<file path="src/hw/rtl/tpt_pkg.sv">
// ----------------------------------------------------------------------------
// tpt_pkg
// Shared types and constants of the timing profile table: request and result
// structs, slot row layout, request and status codes, controller states and
// the command and status groups between controller and datapath.
// ----------------------------------------------------------------------------
package tpt_pkg;

    localparam int SLOT_COUNT_DEF = 32;
    localparam int TIME_BITS      = 48;
    localparam int KEY_BITS       = 32;
    localparam int SUM_BITS       = 64;
    localparam int SLOT_OUT_BITS  = 5;

    localparam logic [TIME_BITS-1:0] TIME_MASK = {TIME_BITS{1'b1}};
    localparam logic [TIME_BITS-1:0] CALL_MAX  = {TIME_BITS{1'b1}};
    localparam logic [SUM_BITS-1:0]  SUM_MAX   = {SUM_BITS{1'b1}};

    typedef enum logic [1:0] {
        REQ_BEGIN = 2'd0,
        REQ_END   = 2'd1,
        REQ_CLEAR = 2'd2
    } t_req_code;

    typedef enum logic [1:0] {
        STATUS_OK        = 2'd0,
        STATUS_FULL      = 2'd1,
        STATUS_NOT_FOUND = 2'd2
    } t_status_code;

    typedef struct packed {
        logic [1:0]           req_type;
        logic [KEY_BITS-1:0]  section_key;
        logic [TIME_BITS-1:0] timestamp;
    } t_req;

    typedef struct packed {
        logic [1:0]               status;
        logic [SLOT_OUT_BITS-1:0] slot_index;
        logic [TIME_BITS-1:0]     elapsed_ticks;
        logic [TIME_BITS-1:0]     call_count;
        logic [SUM_BITS-1:0]      total_ticks;
        logic [TIME_BITS-1:0]     min_first;
        logic [TIME_BITS-1:0]     min_second;
        logic [TIME_BITS-1:0]     max_first;
        logic [TIME_BITS-1:0]     max_second;
    } t_result;

    typedef struct packed {
        logic [KEY_BITS-1:0]  key;
        logic [TIME_BITS-1:0] start_time;
        logic [SUM_BITS-1:0]  total_sum;
        logic [TIME_BITS-1:0] calls_done;
        logic [TIME_BITS-1:0] low_first;
        logic [TIME_BITS-1:0] low_second;
        logic [TIME_BITS-1:0] high_first;
        logic [TIME_BITS-1:0] high_second;
    } t_row;

    typedef enum logic [2:0] {
        ST_IDLE,
        ST_READ,
        ST_CHECK,
        ST_CALC,
        ST_UPDATE,
        ST_REPLY
    } t_state;

    typedef struct packed {
        logic load;
        logic clear_all;
        logic idx_inc;
        logic fail;
        logic claim;
        logic restart;
        logic calc;
        logic update;
    } t_cmd;

    typedef struct packed {
        logic [1:0] in_type;
        logic [1:0] req_type;
        logic       slot_free;
        logic       key_hit;
        logic       last_slot;
    } t_sts;

endpackage

</file>
<file path="src/hw/rtl/tpt_ctrl.sv">
// ----------------------------------------------------------------------------
// tpt_ctrl
// Controller of the timing profile table: walks the slots one at a time,
// decides claim, restart, update or failure, and paces the result strobe.
// ----------------------------------------------------------------------------
module tpt_ctrl (
    input  logic          i_clk,
    input  logic          i_rst_n,
    input  logic          start,
    output logic          busy,
    output logic          o_done,
    input  tpt_pkg::t_sts i_sts,
    output tpt_pkg::t_cmd o_cmd
);
    import tpt_pkg::*;

    t_state r_state;
    t_state n_state;

    always_ff @(posedge i_clk) begin
        if (!i_rst_n) begin
            r_state <= ST_IDLE;
        end else begin
            r_state <= n_state;
        end
    end

    // next state
    always_comb begin
        n_state = r_state;
        unique case (r_state)
            ST_IDLE: begin
                if (start) begin
                    n_state = ST_REPLY;
                    if (i_sts.in_type == REQ_BEGIN || i_sts.in_type == REQ_END) begin
                        n_state = ST_READ;
                    end
                end
            end
            ST_READ: begin
                n_state = ST_CHECK;
            end
            ST_CHECK: begin
                if (i_sts.req_type == REQ_BEGIN) begin
                    if (i_sts.slot_free || i_sts.key_hit || i_sts.last_slot) begin
                        n_state = ST_REPLY;
                    end else begin
                        n_state = ST_READ;
                    end
                end else begin
                    if (i_sts.key_hit) begin
                        n_state = ST_CALC;
                    end else if (i_sts.last_slot) begin
                        n_state = ST_REPLY;
                    end else begin
                        n_state = ST_READ;
                    end
                end
            end
            ST_CALC: begin
                n_state = ST_UPDATE;
            end
            ST_UPDATE: begin
                n_state = ST_REPLY;
            end
            ST_REPLY: begin
                n_state = ST_IDLE;
            end
            default: begin
                n_state = ST_IDLE;
            end
        endcase
    end

    // outputs
    always_comb begin
        o_cmd  = '0;
        busy   = 1'b1;
        o_done = 1'b0;
        unique case (r_state)
            ST_IDLE: begin
                busy       = 1'b0;
                o_cmd.load = start;
                if (start && i_sts.in_type == REQ_CLEAR) begin
                    o_cmd.clear_all = 1'b1;
                end
            end
            ST_READ: begin
            end
            ST_CHECK: begin
                if (i_sts.req_type == REQ_BEGIN) begin
                    if (i_sts.slot_free) begin
                        o_cmd.claim = 1'b1;
                    end else if (i_sts.key_hit) begin
                        o_cmd.restart = 1'b1;
                    end else if (i_sts.last_slot) begin
                        o_cmd.fail = 1'b1;
                    end else begin
                        o_cmd.idx_inc = 1'b1;
                    end
                end else begin
                    if (i_sts.key_hit) begin
                    end else if (i_sts.last_slot) begin
                        o_cmd.fail = 1'b1;
                    end else begin
                        o_cmd.idx_inc = 1'b1;
                    end
                end
            end
            ST_CALC: begin
                o_cmd.calc = 1'b1;
            end
            ST_UPDATE: begin
                o_cmd.update = 1'b1;
            end
            ST_REPLY: begin
                o_done = 1'b1;
            end
            default: begin
            end
        endcase
    end

endmodule

</file>
<file path="config.mk">
export PLATFORM = sky130hd
export DESIGN_NAME = tpt_ctrl
export DESIGN_NICKNAME = d
export VERILOG_FILES = /design/src/hw/rtl/tpt_pkg.sv /design/src/hw/rtl/tpt_ctrl.sv
export SDC_FILE = /design/constraint.sdc
export NUM_CORES = 1
export LEC_CHECK = 0
export ABC_AREA = 1
export BUFFER_PORTS_ARGS = -buffer_cell sky130_fd_sc_hd__buf_2
export CORE_AREA = 2 2 39 41
export DETAILED_ROUTE_END_ITERATION = 12
export DIE_AREA = 0 0 41 43
export PLACE_DENSITY_LB_ADDON = 0.05
export SETUP_SLACK_MARGIN = 0.1
export SYNTH_ARGS = -nofsm -noshare
export SYNTH_HDL_FRONTEND = slang
export SYNTH_SLANG_ARGS = --single-unit
</file>
<file path="constraint.sdc">
create_clock -name i_clk -period 1.1 [get_ports i_clk]
set_clock_uncertainty 0.05 [all_clocks]
set_input_delay 0.22 -clock i_clk [delete_from_list [all_inputs] [get_ports i_clk]]
set_output_delay 0.22 -clock i_clk [all_outputs]
set_load 0.1 [all_outputs]
</file>
==> impl_metrics.tcl, run 1 <==
set metrics [dict create \
    cp_max_fo 2 \
    start_util_pct 19.17 \
    yosys.area_share.simple_pct 59.43 \
    met2_usage_pct 18.13 \
    synth_compound_gate_area_share_pct 6.604 \
    postSynthAreaPerCell_um2 5.644 \
    p_sw_mw 0.5216 \
    post-route-period-util_pct 141.8 \
    synth.area.mux_share_pct 0 \
    grt_usage_pct 12.06 \
    grt_start_max_net_pins 5 \
    via_count 398 \
    seqPwrFrac_pct 13.5 \
    critical_path_class "reg -> out" \
    io-pin-count 20 \
    multi_input_area_um2 304.0 \
    synth_common_cells "nor2_1, nand2_1, inv_1" \
    synthTopCellsByArea "dfxtp_1, nor2_1, nand2_1" \
    fin_cells 99 \
    dieArea_um2 1763 \
    cts_made_buffers 3 \
    regArea_um2 66.31 \
    vias_per_cell 4.020 \
    ant_nets 0 \
    fmax_ghz 0.6413 \
    row_count 14 \
    end_kind "primary output" \
    yosys.area_share.adder_pct 0 \
    pwr-share-clk_pct 17.3 \
    finalHoldViolCount 0 \
    grt_util_met3_pct 3.141 \
    synth_top_family_by_area "simple AND/OR/NAND/NOR gates" \
    busiest_layer "met2" \
    p_comb_share_pct 69.2 \
    synth_edf_count 0 \
    place_congestion 0.7331 \
    relSlewSlack_pct 86.27 \
    largest_reg_flops 3 \
    pre_cts_ws_ns -0.3175 \
    p_leak_nw 0.3552 \
    ys.flop_type "dfxtp_1" \
    reg_top3 "r_state: 3 flops" \
    ctsHtreeMaxLevel 1 \
    core_um2 1384 \
    firstDrtPassIters 3 \
    grt_antenna_before_repair 0 \
    ys_warn_count 0 \
    cpPeakStageDelay_ns 0.31 \
    synth.most_common_cell "nor2_1" \
    clkLatencyLatePin_ns 0.23 \
    rsz0062_at_grt "true" \
    drt_iter0_markers 2 \
    drv_cap 0 \
    ys_types 10 \
    dieHeight_um 43 \
    slowest_stage "dfxtp_2" \
    ff2ff_setup_slack_ns -0.03 \
    fin_nets 94 \
    use_met1_pct 16.13 \
    dieWidth_um 41 \
    cts_tree "built" \
    crit_required_ns 0.83 \
    numPlacedInstances 93 \
    drc 0 \
    synth.top_cell.area_share_pct 22.64 \
    p_per_area_nw_per_um2 1327 \
    grt_pass1_wl_mm 1.449 \
    clock_path_buffers 2 \
    critPathLaunchType "register" \
    fillers 128 \
    syn_area_um2 265.3 \
    grt_pass1_vias 373 \
    syn_nets 57 \
    dpl.hpwl_um 714.6 \
    vdd_ir_drop_max_uv 666.4 \
    violations "setup timing" \
    fin_ws_ns -0.4594 \
    diodes 0 \
    setup_viol 13 \
    wl_um 900 \
    drive_gt1_share_pct 77.11 \
    post-route-min-period_ns 1.559 \
    synthXorXnorAreaFrac_pct 0 \
    cp_cell_sequence "inv_2, buf_6, nand2_4, nor2_4, nand2_2, nor3_4, buf_12" \
    final_core_util_pct 59.13 \
    async_flop_share_pct 0 \
    synthCells 47 \
    switching_share_pct 48.04 \
    seq_area_frac_synth_pct 22.64 \
    hold-worst-slack_ns 0.2239 \
    area_growth_pct 208.5 \
    largest-register "r_state" \
    numPortBuffers 19 \
    synth-seq-cells 3 \
    synth_top_cell_by_area "dfxtp_1" \
    cts_root_buffer "clkbuf_4" \
    overflow 0 \
    tightest_slew_ns 0.2053 \
    internal_power_mw 0.5641 \
    clk_pin_slew_ns 0.04 \
    drv_slew 0 \
    hold_class "in -> reg" \
    worstPathArrival_ns 1.29 \
    clock-sinks 3 \
    wl_per_cell_um 9.091 \
    status "complete, but fails checks" \
]
==> cells in the final DEF, fill, tap and decap left out <==
cell type / n
a21oi_2: 2
buf_12: 10
buf_2: 9
buf_4: 6
buf_6: 7
clkbuf_1: 1
clkbuf_4: 3
dfxtp_2: 2
dfxtp_4: 1
inv_1: 4
inv_2: 3
inv_4: 1
nand2_1: 8
nand2_2: 2
nand2_4: 3
nand3_1: 1
nand3_4: 2
nor2_1: 5
nor2_2: 2
nor2_4: 8
nor3_4: 3
==> kinds of logic (layout without fill, tap and decap cells) <==
| group | Yosys count | count (layout) |
|---|---|---|
| AO/OA/AOI/OAI | 2 | 2 |
| buffers and inverters | 8 | 44 |
| flip-flops | 3 | 3 |
| AND/OR/NAND/NOR | 34 | 34 |
==> worst max-delay path: cells and delay by family (launching register included) <==
kind | cells | cell delay [ns]
AND/OR/NAND/NOR | 4 | 0.36
buffers and inverters | 3 | 0.39
flip-flops | 1 | 0.31
==> per-layer routing <==
metal | vias to the layer above | part of all wire, %
li1 | 217 | -
met1 | 170 | 39
met2 | 11 | 55
met3 | 0 | 6.0
met4 | 0 | 0
met5 | - | 0
==> final timing paths <==
path              start         end  depth (start not counted)
max reg2reg  r_state[1]  r_state[1]                          8
max          r_state[1]    o_cmd[6]                          7
min reg2reg  r_state[2]  r_state[1]                          3
min             i_rst_n  r_state[2]                          3
==> per-stage QoR <==
stage / cell area, um^2 / setup TNS (ns) / power [mW]
2_1_floorplan: 332.8 / -5.321 / 0.5242
3_5_place_dp: 680.7 / -1.914 / 0.7700
3_3_place_gp: 680.7 / -1.884 / 0.7690
5_1_grt: 818.3 / -4.780 / 1.146
4_1_cts: 810.8 / -4.040 / 1.085
6_report: 818.3 / -3.880 / 1.086
==> final cells by class <==
cell class / count / share of cell area [%]
Multi-Input combinational cell: 36 / 37.16
Tap cell: 16 / 2.446
Timing Repair Buffer: 32 / 45.11
Sequential cell: 3 / 8.104
Inverter: 8 / 3.976
Clock buffer: 4 / 3.211
==> power groups by stage <==
stage	Sequential (mW)	Clock (mW)	Combinational, mW
after floorplan	0.150	0	0.375
after global placement	0.142	0	0.627
after detailed placement	0.142	0	0.628
after CTS	0.146	0.201	0.738
after global routing	0.149	0.207	0.790
final	0.146	0.188	0.751
==> timing repair <==
| item | 4_1_cts | 5_1_grt |
|---|---|---|
| endpoints found under the setup margin | 13 | 13 |
| buffers inserted | 3 | 1 |
| hold endpoints to repair | 0 | 0 |
| pin swaps | 11 | 6 |
| cloned | 0 | 0 |
| hold buffers | 0 | 0 |
| resized for setup | 23 | 3 |
No activity file was read; power rests on OpenSTA's default activity.
==> run 2: changes to the inputs <==
--- a/config.mk
+++ b/config.mk
@@ -10,7 +10,7 @@
 export CORE_AREA = 2 2 39 41
 export DETAILED_ROUTE_END_ITERATION = 12
 export DIE_AREA = 0 0 41 43
-export PLACE_DENSITY_LB_ADDON = 0.05
+export PLACE_DENSITY = 0.49
 export SETUP_SLACK_MARGIN = 0.1
 export SYNTH_ARGS = -nofsm -noshare
 export SYNTH_HDL_FRONTEND = slang
==> run 2 against run 1 <==
  * The flow still finishes with violations (setup timing)
  * Combinational power decreased by 12%
  * First-iteration DRC count increased by 50%
  * Non-clock buffer count decreased by 1
  * Register-to-register slack got worse by 0.04 ns
  * Sequential share of layout area increased by 0.73 points
  * Power decreased by 7.8%
  * Global-route usage decreased by 1.0 points
  * Sequential power increased by 5%
  * Final area decreased by 8.3%
  * Setup slack improved by 0.010 ns
  * Critical path depth decreased by 3
==> impl_metrics.tcl, run 2 (same netlist as run 1, synthesis figures left out) <==
set metrics [dict create \
    p_per_area_nw_per_um2 1334 \
    relSlewSlack_pct 85.96 \
    drive_gt1_share_pct 70.73 \
    drc 0 \
    io-pin-count 20 \
    drv_cap 0 \
    cts_made_buffers 3 \
    row_count 14 \
    fin_nets 93 \
    critPathLaunchType "register" \
    violations "setup timing" \
    cts_root_buffer "clkbuf_4" \
    finalHoldViolCount 0 \
    finalPower_mw 1.001 \
    via_count 405 \
    dieHeight_um 43 \
    ctsHoldBuffers 0 \
    slowest_stage "dfxtp_2" \
    end_kind "primary output" \
    cpMostUsedCell "nor3_4" \
    overflow 0 \
    core_um2 1384 \
    vias_per_cell 4.133 \
    grt_usage_pct 11.06 \
    cp_max_fo 4 \
    largest-register "r_state" \
    worstReg2RegEnd "r_state[1]" \
    final_cell_mix "buf_4, nand2_1, buf_12" \
    start_util_pct 19.17 \
    dpl.hpwl_um 688.2 \
    status "complete, but fails checks" \
    clock-sinks 3 \
    diodes 0 \
    clk_pin_slew_ns 0.03 \
    numPortBuffers 19 \
    ctsHtreeMaxLevel 1 \
    drt_iter0_markers 3 \
    largest_reg_flops 3 \
    p_leak_nw 0.3293 \
    ant_nets 0 \
    tightest_slew_ns 0.2103 \
    min_to "r_state[1]" \
    setup_viol 12 \
    rsz0062_at_grt "true" \
    hold_class "in -> reg" \
    area_growth_pct 183.0 \
    drv_slew 0 \
    critical_path_class "reg -> out" \
    cp_cell_sequence "nor3_4, nand2_2, nor3_4, buf_12" \
    vdd_ir_drop_max_uv 505.9 \
    dieArea_um2 1763 \
    fin_ws_ns -0.4493 \
    final_common_cell "buf_4" \
    hold-worst-slack_ns 0.2179 \
    clock_path_buffers 2 \
    grt_start_max_net_pins 5 \
    grt_pass1_wl_mm 1.276 \
    clkLatencyLatePin_ns 0.23 \
    place_congestion 0.6367 \
    grt_antenna_before_repair 0 \
    reg_top3 "r_state: 3 flops" \
    fmax_ghz 0.6455 \
    cts_tree "built" \
    wl_um 773 \
    reg2regPathDepth 6 \
    firstDrtPassIters 2 \
    ff2ff_setup_slack_ns -0.07 \
    cpPeakStageDelay_ns 0.34 \
    min-delay-start "i_rst_n" \
    r2r-start "r_state[0]" \
    crit_required_ns 0.83 \
    post-route-period-util_pct 140.8 \
    worstPathArrival_ns 1.28 \
    post-route-min-period_ns 1.549 \
    wl_per_cell_um 7.888 \
    hold_path_depth 3 \
    dieWidth_um 41 \
    grt_pass1_vias 384 \
]
-- run 2: changes by cell type in the layout (fill, tap and decap cells not counted), sizes merged --
cell / change
buf: -1
-- run 2: what timing repair did --
| action | 4_1_cts | 5_1_grt |
|---|---|---|
| buffers inserted | 1 | 1 |
| resized for setup | 11 | 0 |
| pin swaps | 5 | 0 |
| setup endpoints to repair | 13 | 13 |
-- run 2: worst max-delay path by stage --
stage | slack (ns) | endpoint | from | cells past startpoint
floorplan | -0.75 | o_cmd[7] | r_state[0] | 5
global placement | -0.29 | o_cmd[5] | r_state[1] | 5
detailed placement | -0.29 | o_cmd[5] | r_state[1] | 5
finish | -0.45 | o_cmd[5] | r_state[0] | 4
CTS | -0.47 | o_cmd[5] | r_state[0] | 4
global route | -0.50 | o_cmd[5] | r_state[0] | 4
-- run 2: where the power goes --
| part | internal, mW | switching (mW) | total, mW |
|---|---|---|---|
| clock | 0.136 | 0.0539 | 0.190 |
| sequential | 0.129 | 0.0239 | 0.153 |
| combinational | 0.253 | 0.406 | 0.659 |
| total | 0.517 | 0.484 | 1.00 |
-- run 2: layer usage --
metal  wire (um)  global-route usage, %  vias up
met5           0                      0        -
met4           0                  8.000        0
met3          86                  3.665        0
met2         451                  19.38       19
met1         234                  9.355      175
li1            -                      -      211
-- run 2: per-stage QoR --
stage	instances	util [%]	instance area (um^2)	setup WS, ns	setup TNS, ns
5_1_grt	98	54.25	750.7	-0.4956	-4.097
2_1_floorplan	47	-	332.8	-0.7488	-5.321
3_5_place_dp	92	48.64	673.1	-0.2908	-1.564
6_report	98	54.25	750.7	-0.4493	-3.560
3_3_place_gp	92	48.64	673.1	-0.2875	-1.529
4_1_cts	97	53.71	743.2	-0.4708	-3.599
-- run 2: layout make-up --
| cell class | instances | area [um^2] |
|---|---|---|
| fill | 141 | 633.1 |
| timing repair buffer | 31 | 339.1 |
| multi-input combinational | 36 | 264.0 |
| sequential | 3 | 66.31 |
| inverter | 8 | 35.03 |
| clock buffer | 4 | 26.28 |
| tap | 16 | 20.02 |
-- run 2: critical path: cells and delay by family (launching register included) --
kind	cells	cell delay, ns
buffers and inverters	1	0.20
and+or+nand+nor	3	0.51
DFF	1	0.34
